--- src/rtl/uart_rf_pkg.sv ---
// uart_rf_pkg: shared widths, request and register codes, state and command types
// for the uart register file with fifos; no dependencies
`default_nettype none

package uart_rf_pkg;

  // default fifo depth and field widths
  localparam int FIFO_DEPTH_DEF = 16;
  localparam int TYPE_W = 3;
  localparam int OFS_W  = 8;
  localparam int AW_W   = 2;
  localparam int DATA_W = 8;
  localparam int ERR_W  = 2;
  localparam int IER_W  = 4;
  localparam int MCR_W  = 5;

  // request types
  localparam logic [TYPE_W-1:0] REQ_READ   = 3'd0;
  localparam logic [TYPE_W-1:0] REQ_WRITE  = 3'd1;
  localparam logic [TYPE_W-1:0] REQ_ATOMIC = 3'd2;
  localparam logic [TYPE_W-1:0] REQ_RX     = 3'd3;
  localparam logic [TYPE_W-1:0] REQ_TXPOP  = 3'd4;

  localparam logic [AW_W-1:0] WIDTH_BYTE = 2'd0;

  // bus error codes
  localparam logic [ERR_W-1:0] ERR_NONE   = 2'd0;
  localparam logic [ERR_W-1:0] ERR_WIDTH  = 2'd1;
  localparam logic [ERR_W-1:0] ERR_OFFSET = 2'd2;
  localparam logic [ERR_W-1:0] ERR_ATOMIC = 2'd3;

  // register map
  localparam logic [OFS_W-1:0] OFS_LAST = 8'd7;
  localparam logic [2:0] REG_DATA    = 3'd0;
  localparam logic [2:0] REG_IER     = 3'd1;
  localparam logic [2:0] REG_IIR_FCR = 3'd2;
  localparam logic [2:0] REG_LCR     = 3'd3;
  localparam logic [2:0] REG_MCR     = 3'd4;
  localparam logic [2:0] REG_LSR     = 3'd5;
  localparam logic [2:0] REG_MSR     = 3'd6;
  localparam logic [2:0] REG_SCR     = 3'd7;

  // bit positions
  localparam int LCR_DLAB_BIT   = 7;
  localparam int FCR_ENABLE_BIT = 0;
  localparam int FCR_RX_CLR_BIT = 1;
  localparam int FCR_TX_CLR_BIT = 2;
  localparam int IER_RDA_BIT    = 0;
  localparam int IER_THRE_BIT   = 1;
  localparam int IER_RLS_BIT    = 2;

  // register masks and fixed values
  localparam logic [DATA_W-1:0] FCR_MASK    = 8'hC9;
  localparam logic [MCR_W-1:0]  MCR_MASK    = 5'h1F;
  localparam logic [DATA_W-1:0] IIR_BASE    = 8'hC0;
  localparam logic [DATA_W-1:0] LSR_BASE    = 8'h60;
  localparam logic [DATA_W-1:0] LSR_DR      = 8'h01;
  localparam logic [DATA_W-1:0] LSR_OE      = 8'h02;
  localparam logic [DATA_W-1:0] IIR_ID_RLS  = 8'h06;
  localparam logic [DATA_W-1:0] IIR_ID_RDA  = 8'h04;
  localparam logic [DATA_W-1:0] IIR_ID_THRE = 8'h02;
  localparam logic [DATA_W-1:0] IIR_ID_NONE = 8'h01;

  // controller states
  typedef enum logic [1:0] {
    ST_IDLE,
    ST_EXEC,
    ST_WAIT
  } state_t;

  // controller to datapath commands
  typedef struct packed {
    logic ld_item;
    logic exec;
    logic ld_out;
  } cmd_t;

  // index width of a store, at least one bit
  function automatic int idx_width(input int depth);
    return (depth > 1) ? $clog2(depth) : 1;
  endfunction

endpackage

`default_nettype wire

--- src/rtl/uart_rf_req_if.sv ---
// uart_rf_req_if: request channel (valid, ready, request fields)
// depends on uart_rf_pkg
`default_nettype none

interface uart_rf_req_if;
  import uart_rf_pkg::*;

  logic              valid;
  logic              ready;
  logic [TYPE_W-1:0] req_type;
  logic [OFS_W-1:0]  reg_offset;
  logic [AW_W-1:0]   access_width;
  logic [DATA_W-1:0] write_data;
  logic [DATA_W-1:0] rx_byte;

  modport source (output valid, req_type, reg_offset, access_width, write_data, rx_byte,
                  input ready);
  modport sink   (input valid, req_type, reg_offset, access_width, write_data, rx_byte,
                  output ready);
endinterface

`default_nettype wire

--- src/rtl/uart_rf_rsp_if.sv ---
// uart_rf_rsp_if: result channel (valid, ready, result fields)
// depends on uart_rf_pkg
`default_nettype none

interface uart_rf_rsp_if;
  import uart_rf_pkg::*;

  logic              valid;
  logic              ready;
  logic [DATA_W-1:0] read_data;
  logic [ERR_W-1:0]  bus_error;
  logic              rx_accepted;
  logic              tx_valid;
  logic [DATA_W-1:0] tx_byte;
  logic              irq_level;

  modport source (output valid, read_data, bus_error, rx_accepted, tx_valid, tx_byte,
                  irq_level, input ready);
  modport sink   (input valid, read_data, bus_error, rx_accepted, tx_valid, tx_byte,
                  irq_level, output ready);
endinterface

`default_nettype wire

--- src/rtl/uart_rf_ram.sv ---
// uart_rf_ram: generic single write port, single read port ram with registered read
// depends on uart_rf_pkg for defaults
`default_nettype none

module uart_rf_ram #(
  parameter int WIDTH = uart_rf_pkg::DATA_W,
  parameter int DEPTH = uart_rf_pkg::FIFO_DEPTH_DEF,
  localparam int ADDR_W = uart_rf_pkg::idx_width(DEPTH)
) (
  input  wire logic              clk,
  input  wire logic              we,
  input  wire logic [ADDR_W-1:0] waddr,
  input  wire logic [WIDTH-1:0]  wdata,
  input  wire logic              re,
  input  wire logic [ADDR_W-1:0] raddr,
  output logic      [WIDTH-1:0]  rdata
);
  logic [WIDTH-1:0] mem [DEPTH];

  // write port and registered read port
  always_ff @(posedge clk) begin
    if (we) begin
      mem[waddr] <= wdata;
    end
    if (re) begin
      rdata <= mem[raddr];
    end
  end
endmodule

`default_nettype wire

--- src/rtl/uart_rf_ctrl.sv ---
// uart_rf_ctrl: sequencer for one request at a time, output valid flag
// depends on uart_rf_pkg
`default_nettype none

module uart_rf_ctrl (
  input  wire logic         clk,
  input  wire logic         rst,
  input  wire logic         in_valid,
  output logic              in_ready,
  output logic              out_valid,
  input  wire logic         out_ready,
  output uart_rf_pkg::cmd_t cmd
);
  import uart_rf_pkg::*;

  state_t state, state_next;
  logic   out_valid_next;

  // state and output valid registers
  always_ff @(posedge clk) begin
    if (rst) begin
      state     <= ST_IDLE;
      out_valid <= 1'b0;
    end else begin
      state     <= state_next;
      out_valid <= out_valid_next;
    end
  end

  // next state and commands
  always_comb begin
    state_next     = state;
    cmd            = '0;
    in_ready       = 1'b0;
    out_valid_next = out_valid;
    if (out_valid && out_ready) begin
      out_valid_next = 1'b0;
    end
    case (state)
      ST_IDLE: begin
        in_ready = 1'b1;
        if (in_valid) begin
          cmd.ld_item = 1'b1;
          state_next  = ST_EXEC;
        end
      end
      ST_EXEC: begin
        cmd.exec   = 1'b1;
        state_next = ST_WAIT;
      end
      ST_WAIT: begin
        // result slot free or being emptied this cycle
        if (!out_valid || out_ready) begin
          cmd.ld_out     = 1'b1;
          out_valid_next = 1'b1;
          state_next     = ST_IDLE;
        end
      end
      default: begin
        state_next = ST_IDLE;
      end
    endcase
  end

`ifndef SYNTHESIS
  a_accept_to_exec: assert property (@(posedge clk) disable iff (rst)
    (in_valid && in_ready) |=> (state == ST_EXEC && !in_ready))
    else $error("accepted request did not move to execute");

  a_exec_to_wait: assert property (@(posedge clk) disable iff (rst)
    (state == ST_EXEC) |=> (state == ST_WAIT))
    else $error("execute step not followed by result wait");

  a_load_sets_valid: assert property (@(posedge clk) disable iff (rst)
    cmd.ld_out |=> (out_valid && state == ST_IDLE))
    else $error("result load did not raise output valid");
`endif
endmodule

`default_nettype wire

--- src/rtl/uart_rf_dp.sv ---
// uart_rf_dp: register file, fifo pointers and stores, result register
// depends on uart_rf_pkg and uart_rf_ram
`default_nettype none

module uart_rf_dp #(
  parameter int FIFO_DEPTH = uart_rf_pkg::FIFO_DEPTH_DEF
) (
  input  wire logic                             clk,
  input  wire logic                             rst,
  input  wire uart_rf_pkg::cmd_t                cmd,
  input  wire logic [uart_rf_pkg::TYPE_W-1:0]   req_type,
  input  wire logic [uart_rf_pkg::OFS_W-1:0]    reg_offset,
  input  wire logic [uart_rf_pkg::AW_W-1:0]     access_width,
  input  wire logic [uart_rf_pkg::DATA_W-1:0]   write_data,
  input  wire logic [uart_rf_pkg::DATA_W-1:0]   rx_byte,
  output logic      [uart_rf_pkg::DATA_W-1:0]   read_data,
  output logic      [uart_rf_pkg::ERR_W-1:0]    bus_error,
  output logic                                  rx_accepted,
  output logic                                  tx_valid,
  output logic      [uart_rf_pkg::DATA_W-1:0]   tx_byte,
  output logic                                  irq_level
);
  import uart_rf_pkg::*;

  localparam int IDX_W = idx_width(FIFO_DEPTH);
  localparam int CNT_W = $clog2(FIFO_DEPTH + 1);
  localparam int SUM_W = CNT_W + 1;

  // latched request
  logic [TYPE_W-1:0] it_type;
  logic [OFS_W-1:0]  it_off;
  logic [AW_W-1:0]   it_width;
  logic [DATA_W-1:0] it_wdata;
  logic [DATA_W-1:0] it_rxb;

  // register file
  logic [DATA_W-1:0] lcr, lcr_next;
  logic [IER_W-1:0]  ier, ier_next;
  logic [DATA_W-1:0] dll, dll_next;
  logic [DATA_W-1:0] dlm, dlm_next;
  logic [DATA_W-1:0] fcr, fcr_next;
  logic [MCR_W-1:0]  mcr, mcr_next;
  logic [DATA_W-1:0] scr, scr_next;
  logic              ovr, ovr_next;

  // fifo pointers
  logic [CNT_W-1:0] rx_count, rx_count_next, tx_count, tx_count_next;
  logic [IDX_W-1:0] rx_head, rx_head_next, tx_head, tx_head_next;
  logic [IDX_W-1:0] rx_head_inc, tx_head_inc, rx_tail, tx_tail;
  logic [SUM_W-1:0] rx_sum, tx_sum;

  // store ports
  logic              rx_we, rx_re, tx_we, tx_re;
  logic [DATA_W-1:0] rx_q, tx_q;

  // pending result
  logic [DATA_W-1:0] res_rdata, p_rdata;
  logic [ERR_W-1:0]  res_err, p_err;
  logic              res_rxok, p_rxok, res_txv, p_txv, res_use_rx, p_use_rx;

  logic              dlab, rx_empty, rx_full, tx_empty, tx_full;
  logic [2:0]        reg_sel;
  logic [DATA_W-1:0] iir_id;
  logic              irq_now;

  assign dlab     = lcr[LCR_DLAB_BIT];
  assign reg_sel  = it_off[2:0];
  assign rx_empty = (rx_count == '0);
  assign tx_empty = (tx_count == '0);
  assign rx_full  = (rx_count == CNT_W'(FIFO_DEPTH));
  assign tx_full  = (tx_count == CNT_W'(FIFO_DEPTH));

  // head advance and tail position, wrapped at the depth
  assign rx_head_inc = (rx_head == IDX_W'(FIFO_DEPTH - 1)) ? '0 : rx_head + IDX_W'(1);
  assign tx_head_inc = (tx_head == IDX_W'(FIFO_DEPTH - 1)) ? '0 : tx_head + IDX_W'(1);
  always_comb begin
    logic [SUM_W-1:0] rx_wrap, tx_wrap;
    rx_sum  = SUM_W'(rx_head) + SUM_W'(rx_count);
    tx_sum  = SUM_W'(tx_head) + SUM_W'(tx_count);
    rx_wrap = (rx_sum >= SUM_W'(FIFO_DEPTH)) ? rx_sum - SUM_W'(FIFO_DEPTH) : rx_sum;
    tx_wrap = (tx_sum >= SUM_W'(FIFO_DEPTH)) ? tx_sum - SUM_W'(FIFO_DEPTH) : tx_sum;
    rx_tail = rx_wrap[IDX_W-1:0];
    tx_tail = tx_wrap[IDX_W-1:0];
  end

  // prioritized interrupt id
  always_comb begin
    if (ier[IER_RLS_BIT] && ovr) begin
      iir_id = IIR_ID_RLS;
    end else if (ier[IER_RDA_BIT] && !rx_empty) begin
      iir_id = IIR_ID_RDA;
    end else if (ier[IER_THRE_BIT] && tx_empty) begin
      iir_id = IIR_ID_THRE;
    end else begin
      iir_id = IIR_ID_NONE;
    end
  end
  assign irq_now = (iir_id != IIR_ID_NONE);

  // request decode and state update
  always_comb begin
    lcr_next      = lcr;
    ier_next      = ier;
    dll_next      = dll;
    dlm_next      = dlm;
    fcr_next      = fcr;
    mcr_next      = mcr;
    scr_next      = scr;
    ovr_next      = ovr;
    rx_count_next = rx_count;
    tx_count_next = tx_count;
    rx_head_next  = rx_head;
    tx_head_next  = tx_head;
    res_rdata     = '0;
    res_err       = ERR_NONE;
    res_rxok      = 1'b0;
    res_txv       = 1'b0;
    res_use_rx    = 1'b0;
    rx_we         = 1'b0;
    rx_re         = 1'b0;
    tx_we         = 1'b0;
    tx_re         = 1'b0;
    if (cmd.exec) begin
      case (it_type)
        REQ_READ, REQ_WRITE: begin
          if (it_width != WIDTH_BYTE) begin
            res_err = ERR_WIDTH;
          end else if (it_off > OFS_LAST) begin
            res_err = ERR_OFFSET;
          end else if (it_type == REQ_READ) begin
            case (reg_sel)
              REG_DATA: begin
                if (dlab) begin
                  res_rdata = dll;
                end else if (!rx_empty) begin
                  rx_re         = 1'b1;
                  res_use_rx    = 1'b1;
                  rx_head_next  = rx_head_inc;
                  rx_count_next = rx_count - CNT_W'(1);
                end
              end
              REG_IER:     res_rdata = dlab ? dlm : DATA_W'(ier);
              REG_IIR_FCR: res_rdata = IIR_BASE | iir_id;
              REG_LCR:     res_rdata = lcr;
              REG_MCR:     res_rdata = DATA_W'(mcr);
              REG_LSR: begin
                res_rdata = LSR_BASE | (rx_empty ? '0 : LSR_DR) | (ovr ? LSR_OE : '0);
                ovr_next  = 1'b0;
              end
              REG_MSR:     res_rdata = '0;
              REG_SCR:     res_rdata = scr;
              default:     res_rdata = '0;
            endcase
          end else begin
            case (reg_sel)
              REG_DATA: begin
                if (dlab) begin
                  dll_next = it_wdata;
                end else if (!tx_full) begin
                  tx_we         = 1'b1;
                  tx_count_next = tx_count + CNT_W'(1);
                end
              end
              REG_IER: begin
                if (dlab) begin
                  dlm_next = it_wdata;
                end else begin
                  ier_next = it_wdata[IER_W-1:0];
                end
              end
              REG_IIR_FCR: begin
                fcr_next = it_wdata[FCR_ENABLE_BIT] ? (it_wdata & FCR_MASK) : '0;
                if (it_wdata[FCR_RX_CLR_BIT]) begin
                  rx_count_next = '0;
                  rx_head_next  = '0;
                  ovr_next      = 1'b0;
                end
                if (it_wdata[FCR_TX_CLR_BIT]) begin
                  tx_count_next = '0;
                  tx_head_next  = '0;
                end
              end
              REG_LCR: lcr_next = it_wdata;
              REG_MCR: mcr_next = it_wdata[MCR_W-1:0] & MCR_MASK;
              REG_SCR: scr_next = it_wdata;
              default: begin
              end
            endcase
          end
        end
        REQ_ATOMIC: begin
          res_err = ERR_ATOMIC;
        end
        REQ_RX: begin
          if (rx_full) begin
            ovr_next = 1'b1;
          end else begin
            rx_we         = 1'b1;
            rx_count_next = rx_count + CNT_W'(1);
            res_rxok      = 1'b1;
          end
        end
        REQ_TXPOP: begin
          if (!tx_empty) begin
            tx_re         = 1'b1;
            tx_head_next  = tx_head_inc;
            tx_count_next = tx_count - CNT_W'(1);
            res_txv       = 1'b1;
          end
        end
        default: begin
        end
      endcase
    end
  end

  // control and register file state
  always_ff @(posedge clk) begin
    if (rst) begin
      lcr      <= '0;
      ier      <= '0;
      dll      <= '0;
      dlm      <= '0;
      fcr      <= '0;
      mcr      <= '0;
      scr      <= '0;
      ovr      <= 1'b0;
      rx_count <= '0;
      tx_count <= '0;
      rx_head  <= '0;
      tx_head  <= '0;
    end else begin
      lcr      <= lcr_next;
      ier      <= ier_next;
      dll      <= dll_next;
      dlm      <= dlm_next;
      fcr      <= fcr_next;
      mcr      <= mcr_next;
      scr      <= scr_next;
      ovr      <= ovr_next;
      rx_count <= rx_count_next;
      tx_count <= tx_count_next;
      rx_head  <= rx_head_next;
      tx_head  <= tx_head_next;
    end
  end

  // request latch, pending result and output register
  always_ff @(posedge clk) begin
    if (cmd.ld_item) begin
      it_type  <= req_type;
      it_off   <= reg_offset;
      it_width <= access_width;
      it_wdata <= write_data;
      it_rxb   <= rx_byte;
    end
    if (cmd.exec) begin
      p_rdata  <= res_rdata;
      p_err    <= res_err;
      p_rxok   <= res_rxok;
      p_txv    <= res_txv;
      p_use_rx <= res_use_rx;
    end
    if (cmd.ld_out) begin
      read_data   <= p_use_rx ? rx_q : p_rdata;
      bus_error   <= p_err;
      rx_accepted <= p_rxok;
      tx_valid    <= p_txv;
      tx_byte     <= p_txv ? tx_q : '0;
      irq_level   <= irq_now;
    end
  end

  // byte stores
  uart_rf_ram #(.WIDTH(DATA_W), .DEPTH(FIFO_DEPTH)) u_rx_ram (
    .clk   (clk),
    .we    (rx_we),
    .waddr (rx_tail),
    .wdata (it_rxb),
    .re    (rx_re),
    .raddr (rx_head),
    .rdata (rx_q)
  );

  uart_rf_ram #(.WIDTH(DATA_W), .DEPTH(FIFO_DEPTH)) u_tx_ram (
    .clk   (clk),
    .we    (tx_we),
    .waddr (tx_tail),
    .wdata (it_wdata),
    .re    (tx_re),
    .raddr (tx_head),
    .rdata (tx_q)
  );

`ifndef SYNTHESIS
  a_rx_count_bound: assert property (@(posedge clk) disable iff (rst)
    (rx_count <= CNT_W'(FIFO_DEPTH)) && (rx_head <= IDX_W'(FIFO_DEPTH - 1)))
    else $error("receive fifo pointers out of range");

  a_tx_count_bound: assert property (@(posedge clk) disable iff (rst)
    (tx_count <= CNT_W'(FIFO_DEPTH)) && (tx_head <= IDX_W'(FIFO_DEPTH - 1)))
    else $error("transmit fifo pointers out of range");

  a_overrun_on_full: assert property (@(posedge clk) disable iff (rst)
    (cmd.exec && it_type == REQ_RX && rx_full) |=> (ovr && rx_count == CNT_W'(FIFO_DEPTH)))
    else $error("arrival at full receive fifo did not set overrun");
`endif
endmodule

`default_nettype wire

--- src/rtl/uart_register_file_with_fifos_unit.sv ---
// uart_register_file_with_fifos_unit: top level, controller plus datapath
// depends on uart_rf_pkg, uart_rf_req_if, uart_rf_rsp_if, uart_rf_ctrl, uart_rf_dp
//
//   channel  dir  handshake      payload
//   req      in   valid/ready    req_type, reg_offset, access_width, write_data, rx_byte
//   rsp      out  valid/ready    read_data, bus_error, rx_accepted, tx_valid, tx_byte,
//                                irq_level
//
// each request steps through accept, execute (register and fifo pointer
// update, fifo ram read issued), then result, where the registered ram read lands in
// the result register; a new request is accepted only after that result step
// the result register lets the next request in while the last result waits on rsp
// a stalled rsp holds the sequencer in its result step until the register frees
// synchronous reset clears registers and fifo counts; the fifo rams need no clearing
`default_nettype none

module uart_register_file_with_fifos_unit #(
  parameter int FIFO_DEPTH = uart_rf_pkg::FIFO_DEPTH_DEF
) (
  input  wire logic     clk,
  input  wire logic     rst,
  uart_rf_req_if.sink   req,
  uart_rf_rsp_if.source rsp
);
  import uart_rf_pkg::*;

  cmd_t cmd;
  logic in_ready;
  logic out_valid;

  assign req.ready = in_ready;
  assign rsp.valid = out_valid;

  // sequencer
  uart_rf_ctrl u_ctrl (
    .clk       (clk),
    .rst       (rst),
    .in_valid  (req.valid),
    .in_ready  (in_ready),
    .out_valid (out_valid),
    .out_ready (rsp.ready),
    .cmd       (cmd)
  );

  // register file and fifos
  uart_rf_dp #(.FIFO_DEPTH(FIFO_DEPTH)) u_dp (
    .clk          (clk),
    .rst          (rst),
    .cmd          (cmd),
    .req_type     (req.req_type),
    .reg_offset   (req.reg_offset),
    .access_width (req.access_width),
    .write_data   (req.write_data),
    .rx_byte      (req.rx_byte),
    .read_data    (rsp.read_data),
    .bus_error    (rsp.bus_error),
    .rx_accepted  (rsp.rx_accepted),
    .tx_valid     (rsp.tx_valid),
    .tx_byte      (rsp.tx_byte),
    .irq_level    (rsp.irq_level)
  );
endmodule

`default_nettype wire

--- src/flat_wrapper.sv ---
// flat-port wrapper written by rule: the top's interface ports become plain ports
module uart_register_file_with_fifos_unit_flat import uart_rf_pkg::*;
#(
  parameter int FIFO_DEPTH = uart_rf_pkg::FIFO_DEPTH_DEF
)
  (clk, rst, req_valid, req_req_type, req_reg_offset, req_access_width, req_write_data, req_rx_byte, req_ready, rsp_valid, rsp_read_data, rsp_bus_error, rsp_rx_accepted, rsp_tx_valid, rsp_tx_byte, rsp_irq_level, rsp_ready);
  uart_rf_req_if req_i ();
  uart_rf_rsp_if rsp_i ();
  input  wire logic clk;
  input  wire logic rst;
  input wire logic [$bits(req_i.valid)-1:0] req_valid;
  input wire logic [$bits(req_i.req_type)-1:0] req_req_type;
  input wire logic [$bits(req_i.reg_offset)-1:0] req_reg_offset;
  input wire logic [$bits(req_i.access_width)-1:0] req_access_width;
  input wire logic [$bits(req_i.write_data)-1:0] req_write_data;
  input wire logic [$bits(req_i.rx_byte)-1:0] req_rx_byte;
  output wire logic [$bits(req_i.ready)-1:0] req_ready;
  output wire logic [$bits(rsp_i.valid)-1:0] rsp_valid;
  output wire logic [$bits(rsp_i.read_data)-1:0] rsp_read_data;
  output wire logic [$bits(rsp_i.bus_error)-1:0] rsp_bus_error;
  output wire logic [$bits(rsp_i.rx_accepted)-1:0] rsp_rx_accepted;
  output wire logic [$bits(rsp_i.tx_valid)-1:0] rsp_tx_valid;
  output wire logic [$bits(rsp_i.tx_byte)-1:0] rsp_tx_byte;
  output wire logic [$bits(rsp_i.irq_level)-1:0] rsp_irq_level;
  input wire logic [$bits(rsp_i.ready)-1:0] rsp_ready;
  assign req_i.valid = req_valid;
  assign req_i.req_type = req_req_type;
  assign req_i.reg_offset = req_reg_offset;
  assign req_i.access_width = req_access_width;
  assign req_i.write_data = req_write_data;
  assign req_i.rx_byte = req_rx_byte;
  assign req_ready = req_i.ready;
  assign rsp_valid = rsp_i.valid;
  assign rsp_read_data = rsp_i.read_data;
  assign rsp_bus_error = rsp_i.bus_error;
  assign rsp_rx_accepted = rsp_i.rx_accepted;
  assign rsp_tx_valid = rsp_i.tx_valid;
  assign rsp_tx_byte = rsp_i.tx_byte;
  assign rsp_irq_level = rsp_i.irq_level;
  assign rsp_i.ready = rsp_ready;
  uart_register_file_with_fifos_unit #(.FIFO_DEPTH(FIFO_DEPTH)) u_core (.clk(clk), .rst(rst), .req(req_i), .rsp(rsp_i));
endmodule
--- config.mk ---
export PLATFORM = sky130hd
export DESIGN_NAME = uart_register_file_with_fifos_unit_flat
export DESIGN_NICKNAME = d
export VERILOG_FILES = /design/src/rtl/uart_rf_pkg.sv /design/src/rtl/uart_rf_req_if.sv /design/src/rtl/uart_rf_rsp_if.sv /design/src/rtl/uart_rf_ram.sv /design/src/rtl/uart_rf_ctrl.sv /design/src/rtl/uart_rf_dp.sv /design/src/rtl/uart_register_file_with_fifos_unit.sv /design/src/flat_wrapper.sv
export SDC_FILE = /design/constraint.sdc
export NUM_CORES = 1
export LEC_CHECK = 0
export ABC_AREA = 0
export BUFFER_PORTS_ARGS = -buffer_cell sky130_fd_sc_hd__buf_2
export CORE_AREA = 2 2 219 221
export CTS_CLUSTER_DIAMETER = 50
export DETAILED_ROUTE_END_ITERATION = 16
export DIE_AREA = 0 0 221 223
export PLACE_DENSITY = 0.5
export SETUP_SLACK_MARGIN = 0.3
export SLEW_MARGIN = 20
export SYNTH_ARGS = -nofsm -noshare
export SYNTH_HDL_FRONTEND = slang
export SYNTH_HIERARCHICAL = 1
export SYNTH_SLANG_ARGS = --single-unit
--- constraint.sdc ---
create_clock -name clk -period 9.29 [get_ports clk]
set_input_delay 0.4645 -clock clk [delete_from_list [all_inputs] [get_ports clk]]
set_output_delay 0.4645 -clock clk [all_outputs]
set_load 0.02 [all_outputs]
==> results of run 1 <==
[layout make-up]
| cell class | instances | area, µm² |
|---|---|---|
| sequential | 398 | 11300 |
| clock inverter | 31 | 418 |
| multi-input combinational | 515 | 4630 |
| inverter | 20 | 75.1 |
| tap | 615 | 769 |
| clock buffer | 59 | 1260 |
| fill | 4259 | 28300 |
| timing repair buffer | 72 | 403 |
| antenna | 1 | 2.50 |
[flip-flops by register name, summed over array words and instances, names as in the netlist, 3 cells and up]
name and count:
u_core/u_dp/it_rxb 8, u_core/u_dp/ier 4, u_core/u_dp/scr 8, u_core/u_dp/dlm 8, u_core/u_dp/lcr 8, u_core/u_dp/u_rx_ram/rdata 8, u_core/u_dp/mcr 5, u_core/u_dp/read_data 8
u_core/u_dp/rx_head 4, u_core/u_dp/u_rx_ram/mem 128, u_core/u_dp/tx_head 4, u_core/u_dp/u_tx_ram/mem 128, u_core/u_dp/it_type 3, u_core/u_dp/rx_count 5, u_core/u_dp/it_off 8, u_core/u_dp/u_tx_ram/rdata 8
u_core/u_dp/dll 8, u_core/u_dp/it_wdata 8, u_core/u_dp/tx_byte 8, u_core/u_dp/tx_count 5, u_core/u_dp/p_rdata 8
[kinds of logic after synthesis]
family,after synthesis,share of synthesized area [%]
fa+ha+maj,16,1.32
flops,398,69.5
buf+inv,70,2.29
compound gates,143,6.13
xor+xnor,6,0.323
simple gates,234,7.54
mux,116,12.9
[per-layer routing]
metal	vias up	track usage [%]	routed length, µm
li1	4060	-	-
met1	4482	20.9	16800
met2	223	24.4	17700
met3	47	2.84	1740
met4	0	4.14	692
met5	-	0	0
[power groups by stage]
stage / clock (mW) / sequential [mW] / combinational, mW
2_1_floorplan: 0 / 2.01 / 0.0423
3_3_place_gp: 0 / 2.02 / 0.0737
3_5_place_dp: 0 / 2.02 / 0.0734
4_1_cts: 2.01 / 1.99 / 0.0737
5_1_grt: 2.08 / 1.99 / 0.0795
6_report: 1.96 / 1.98 / 0.0722
[through the flow]
step	power [mW]	instances	util (%)	area, µm²	setup WS [ns]
final	4.01	1711	40.0	18900	5.17
after global routing	4.15	1710	40.0	18900	4.95
after CTS	4.07	1710	40.0	18900	4.90
after detailed placement	2.10	1620	36.4	17200	4.90
after global placement	2.10	1620	36.4	17200	5.02
after floorplan	2.05	983	-	16300	6.11
[critical path, stage by stage (launching register included)]
cell and delay (ns):
dfxtp_1 0.36, and2b_4 0.46, nor2b_1 0.29, nand4_1 0.54, nor3b_1 0.85, or3b_2 0.56
nor2_1 0.68
[how the worst max path moves through the flow]
stage | startpoint | endpoint | slack [ns] | cells after the start
global placement | u_core/u_ctrl/state[1] | u_core/u_dp/u_tx_ram/mem[0][1] | 5.02 | 6
floorplan | u_core/u_ctrl/state[1] | u_core/u_dp/u_tx_ram/mem[0][0] | 6.11 | 7
finish | u_core/u_ctrl/state[1] | u_core/u_dp/u_tx_ram/mem[2][4] | 5.17 | 6
CTS | u_core/u_ctrl/state[1] | u_core/u_dp/u_tx_ram/mem[0][6] | 4.90 | 6
global route | u_core/u_ctrl/state[1] | u_core/u_dp/u_tx_ram/mem[2][4] | 4.95 | 6
detailed placement | u_core/u_ctrl/state[1] | u_core/u_dp/u_tx_ram/mem[0][3] | 4.90 | 6
[cell usage in the layout, fill, tap and decap left out, types with 12 or more instances in the layout]
master / netlist / routed
a21oi_1: 33 / 33
a22oi_1: 37 / 37
and2_1: 14 / 14
buf_2: 10 / 55
buf_4: 2 / 17
clkbuf_16: 0 / 48
dfxtp_1: 63 / 61
edfxtp_1: 335 / 335
ha_1: 14 / 14
inv_1: 19 / 19
mux2i_1: 39 / 39
mux4_1: 28 / 28
mux4_2: 37 / 37
nand2_1: 42 / 42
nand3_1: 12 / 12
nor2_1: 87 / 87
o21ai_0: 19 / 19
==> out/results.txt, run 1 <==
Post-Syn Area: 16,300 µm²
Longest Clk Path Bufs: 3
Worst Max-Slew Pin Slew: 1.07 ns
sw frac: 20.7%
largest cells by area after synthesis: edfxtp_1 (62%), dfxtp_1 (7.7%), mux4_2 (5.1%), mux4_1 (4.5%), mux2i_1 (2.4%)
clk root buf: clkbuf_16
CP Launch Type: flop
Int Power: 3.18 mW
number of clock sinks: 398
antenna violations before repair: 0
minimum clock period: 4.12 ns
hold depth: 1
Tot GR Track Use: 15.1%
leakage power: 6.23 nW
hold path start: req_rx_byte[1]
DR vias/cell: 5.15
TNS Setup: 0 ns
CP arrival: 4.32 ns
1st-pass router iterations: 5
clock transition at the registers of the reported paths: 0.06 ns
Achievable Freq: 0.243 GHz
GPL Wtd Cong: 0.743
clk_lat worst skew: 0.58 ns
Final Hold Fails: 0
Power Density: 212 nW/µm²
Initial Utilization: 34.5%
DR iter-0 viols: 685
H-tree Lvls: 2
post-synthesis cell type count: 77
Mapped Cells: 983
reg2reg end: u_core/u_dp/u_tx_ram/mem[2][4]
clock buffer count from CTS: 48
Cell Rows: 80
count leader, synth: edfxtp_1
Synth async-reset ratio: 0%
largest net degree at the start of global routing: 64
CP required: 9.49 ns
first-pass GRT wire length: 56,100 µm
EDFF count, synth: 335
Setup Viol. Count Final: 0
Hold WS: 0.0599 ns
CTS tree: built
CP max FO: 20
Worst setup EP type: flop
Synth area leader: edfxtp_1
Die H: 223 µm
outcome: finished, final reports clean
Ys Warns: 6
unrepaired setup endpoints after global routing: false
maximum vdd ir drop: 141 µV
Setup Fix Bufs, Post-CTS: 0
Comb power frac: 1.8%
top post-synthesis cells by count: edfxtp_1 (335), nor2_1 (87), dfxtp_1 (63), nand2_1 (42), mux2i_1 (39)
CP Class: reg -> reg
number of synthesized register bits: 398
Worst Hold Endpoint: u_core/u_dp/it_rxb[1]
relative slew slack: 28.3%
synthesized net count: 1,032
top-area cell type share of the netlist area: 61.8%
share of layout cells above drive strength 1: 19.9%
Clock power frac: 48.7%
Avg Cell Area, Syn: 16.6 µm²
Sw Pwr: 0.832 mW
Avg WL per Cell: 21.6 µm
dpl hpwl: 23,400 µm
DRT Wirelength: 36,900 µm
# resized after CTS: 0
sequential share of power: 49.5%
PortBufs: 55
GRT overflow: 0
Antenna Nets Post-Route: 0
total number of vias: 8,812
Clock Skew: 0.0242 ns
Ports: 56
part of the cycle the worst path needs: 44.4%
Layout area overhead: 16.0%
FF-to-FF Start: u_core/u_ctrl/state[1]
Slew Viols, Final: 0
hold buffer count at cts: 0
NumNets Final: 1,104
reg-to-reg slack, setup: 5.17 ns
Most used DFF post-synth: edfxtp_1
die area: 49,300 µm²
register area share after synthesis: 69.5%
vias in the first global route: 8,932
core area: 47,100 µm²
drt drc: 0
worst r2r path cells: 6
Hold Crit Class: in -> reg
Die Wd: 221 µm
max-cap violations: 0
Note: power is estimated with default switching activity, not from simulation.
==> run 2, diff against run 1 <==
- PLACE_DENSITY: 0.5 -> 0.51
- clock period: 9.29 -> 3.31 ns (I/O delays scaled with it)
==> run 2 against run 1 <==
Net effect:
- hold slack better by 0.018 ns
- largest cell class unchanged
- sequential share of layout area is 1.6 points lower
- sequential power grew to 2.8 times the previous value
==> out/results.txt, run 2 (synthesized netlist as in run 1, its figures left out) <==
number of clock sinks: 398
dpl hpwl: 23,700 µm
DR vias/cell: 5.05
CP Class: reg -> reg
largest net degree at the start of global routing: 38
relative slew slack: 40.9%
Power Density: 574 nW/µm²
clock buffer count from CTS: 47
hold depth: 2
worst setup margin: 0.592 ns
vias in the first global route: 9,196
GRT overflow: 0
antenna violations before repair: 0
CP arrival: 2.92 ns
Design Area, Final: 19,400 µm²
Longest Clk Path Bufs: 3
reg2reg end: u_core/u_dp/u_rx_ram/mem[1][4]
DRT Wirelength: 37,100 µm
Final Hold Fails: 0
Layout area overhead: 19.2%
drt drc: 0
Hold Crit Class: in -> reg
Worst Max-Slew Pin Slew: 0.885 ns
footprint of the multi-input gates: 4610 µm²
CP endpoint: u_core/u_dp/u_rx_ram/mem[1][4]
PortBufs: 55
total number of vias: 8,971
unrepaired setup endpoints after global routing: false
Placed Area: 17,500 µm²
reg-to-reg slack, setup: 0.59 ns
met3 usage: 2.77%
Cell Rows: 80
pre-CTS WS: 0.553 ns
Fill cells: 4,252
Clock Skew: 0.0239 ns
clk root buf: clkbuf_16
CP required: 3.51 ns
max-cap violations: 0
antenna cells: 0
clock transition at the registers of the reported paths: 0.06 ns
GPL Wtd Cong: 0.770
TNS Setup: 0 ns
share of layout cells above drive strength 1: 21.8%
leakage power: 6.52 nW
CP max FO: 13
Initial Utilization: 34.5%
NumNets Final: 1,173
FF+latch area: 11,300 µm²
Tot GR Track Use: 15.1%
Die H: 223 µm
die area: 49,300 µm²
launch point of the worst path: u_core/u_dp/it_type[2]
commonest non-fill, non-tap cell in the layout: edfxtp_1
Antenna Nets Post-Route: 0
GRT met1 Usage: 20.8%
outcome: finished, final reports clean
clk_lat worst skew: 0.59 ns
Top Usage Layer GRT: met2
FF-to-FF Start: u_core/u_dp/it_type[2]
Die Wd: 221 µm
first-pass GRT wire length: 56,800 µm
Setup Fix Bufs, Post-CTS: 0
Slew Viols, Final: 0
Setup Viol. Count Final: 0
worst r2r path cells: 6
core area: 47,100 µm²
maximum vdd ir drop: 485 µV
1st-pass router iterations: 4
CTS tree: built
Avg WL per Cell: 20.9 µm
Largest regs: u_core/u_dp/u_rx_ram/mem x128, u_core/u_dp/u_tx_ram/mem x128
M2 GR Usage: 24.7%
H-tree Lvls: 2
minimum clock period: 2.72 ns
Worst setup EP type: flop
DR iter-0 viols: 734
CP Launch Type: flop
Ports: 56
most frequent cells in the layout: edfxtp_1 (335), nor2_1 (87), dfxtp_1 (61), buf_4 (57), buf_2 (55)
part of the cycle the worst path needs: 82.1%
Achievable Freq: 0.368 GHz
[run 2: cell count changes in the layout (fill, tap and decap cells not counted), moves of 2 or more]
cell / before / now
clkinv_8: 0 / 2
nor3_1: 10 / 14
nor3_2: 5 / 1
dlygate4sd3_1: 0 / 30
buf_4: 17 / 57
clkinvlp_4: 3 / 6
[run 2: report_power, final]
group | switching [mW] | total (mW) | internal (mW)
logic | 0.146 | 0.241 | 0.0950
clock network | 2.11 | 5.34 | 3.23
registers | 0.0831 | 5.56 | 5.48
total | 2.34 | 11.1 | 8.80
[run 2: through the flow]
stage                     cells  hold slack [ns]  power [mW]  utilization, %
after floorplan             983            0.235        5.75               -
after global placement     1660            0.342        5.88            37.1
after detailed placement   1660            0.344        5.89            37.1
after CTS                  1778           0.0415        11.3            41.2
after global routing       1778           0.0750        11.5            41.2
final                      1778           0.0777        11.1            41.2
[run 2: what timing repair did]
item | CTS | global route
resized for setup | 0 | 1
hold buffers | 30 | 0
hold endpoints to repair | 30 | 0
setup endpoints to repair | 0 | 2
[run 2: layer usage]
layer / up-vias / part of all wire (%) / routed length, µm
met5: - / 0 / 0
met4: 0 / 1.9 / 692
met1: 4509 / 46 / 17000
met3: 49 / 4.7 / 1760
met2: 223 / 48 / 17700
li1: 4190 / - / -
[run 2: how the worst min path moves through the flow]
stage | start | endpoint
after detailed placement | req_rx_byte[7] | u_core/u_dp/it_rxb[7]
after floorplan | rst | u_core/u_ctrl/out_valid
after global routing | rst | u_core/u_dp/dll[3]
final | rst | u_core/u_dp/dlm[5]
after CTS | rst | u_core/u_dp/dlm[4]
after global placement | req_write_data[3] | u_core/u_dp/it_wdata[3]
[run 2: worst max-delay path, stage by stage, from the launching register on]
cell	delay (ns)
edfxtp_1	0.53
and2b_1	0.37
nand3_1	0.13
inv_1	0.09
and2_1	0.19
or3b_2	0.50
nor2_1	0.54
[run 2: cell type report]
class	instances	area share [%]
clock inverters	32	2.11
well taps	615	3.96
flip-flops and latches	398	58.3
repair buffers	142	5.17
inverters	20	0.387
multi-input cells	515	23.7
clock buffers	56	6.29
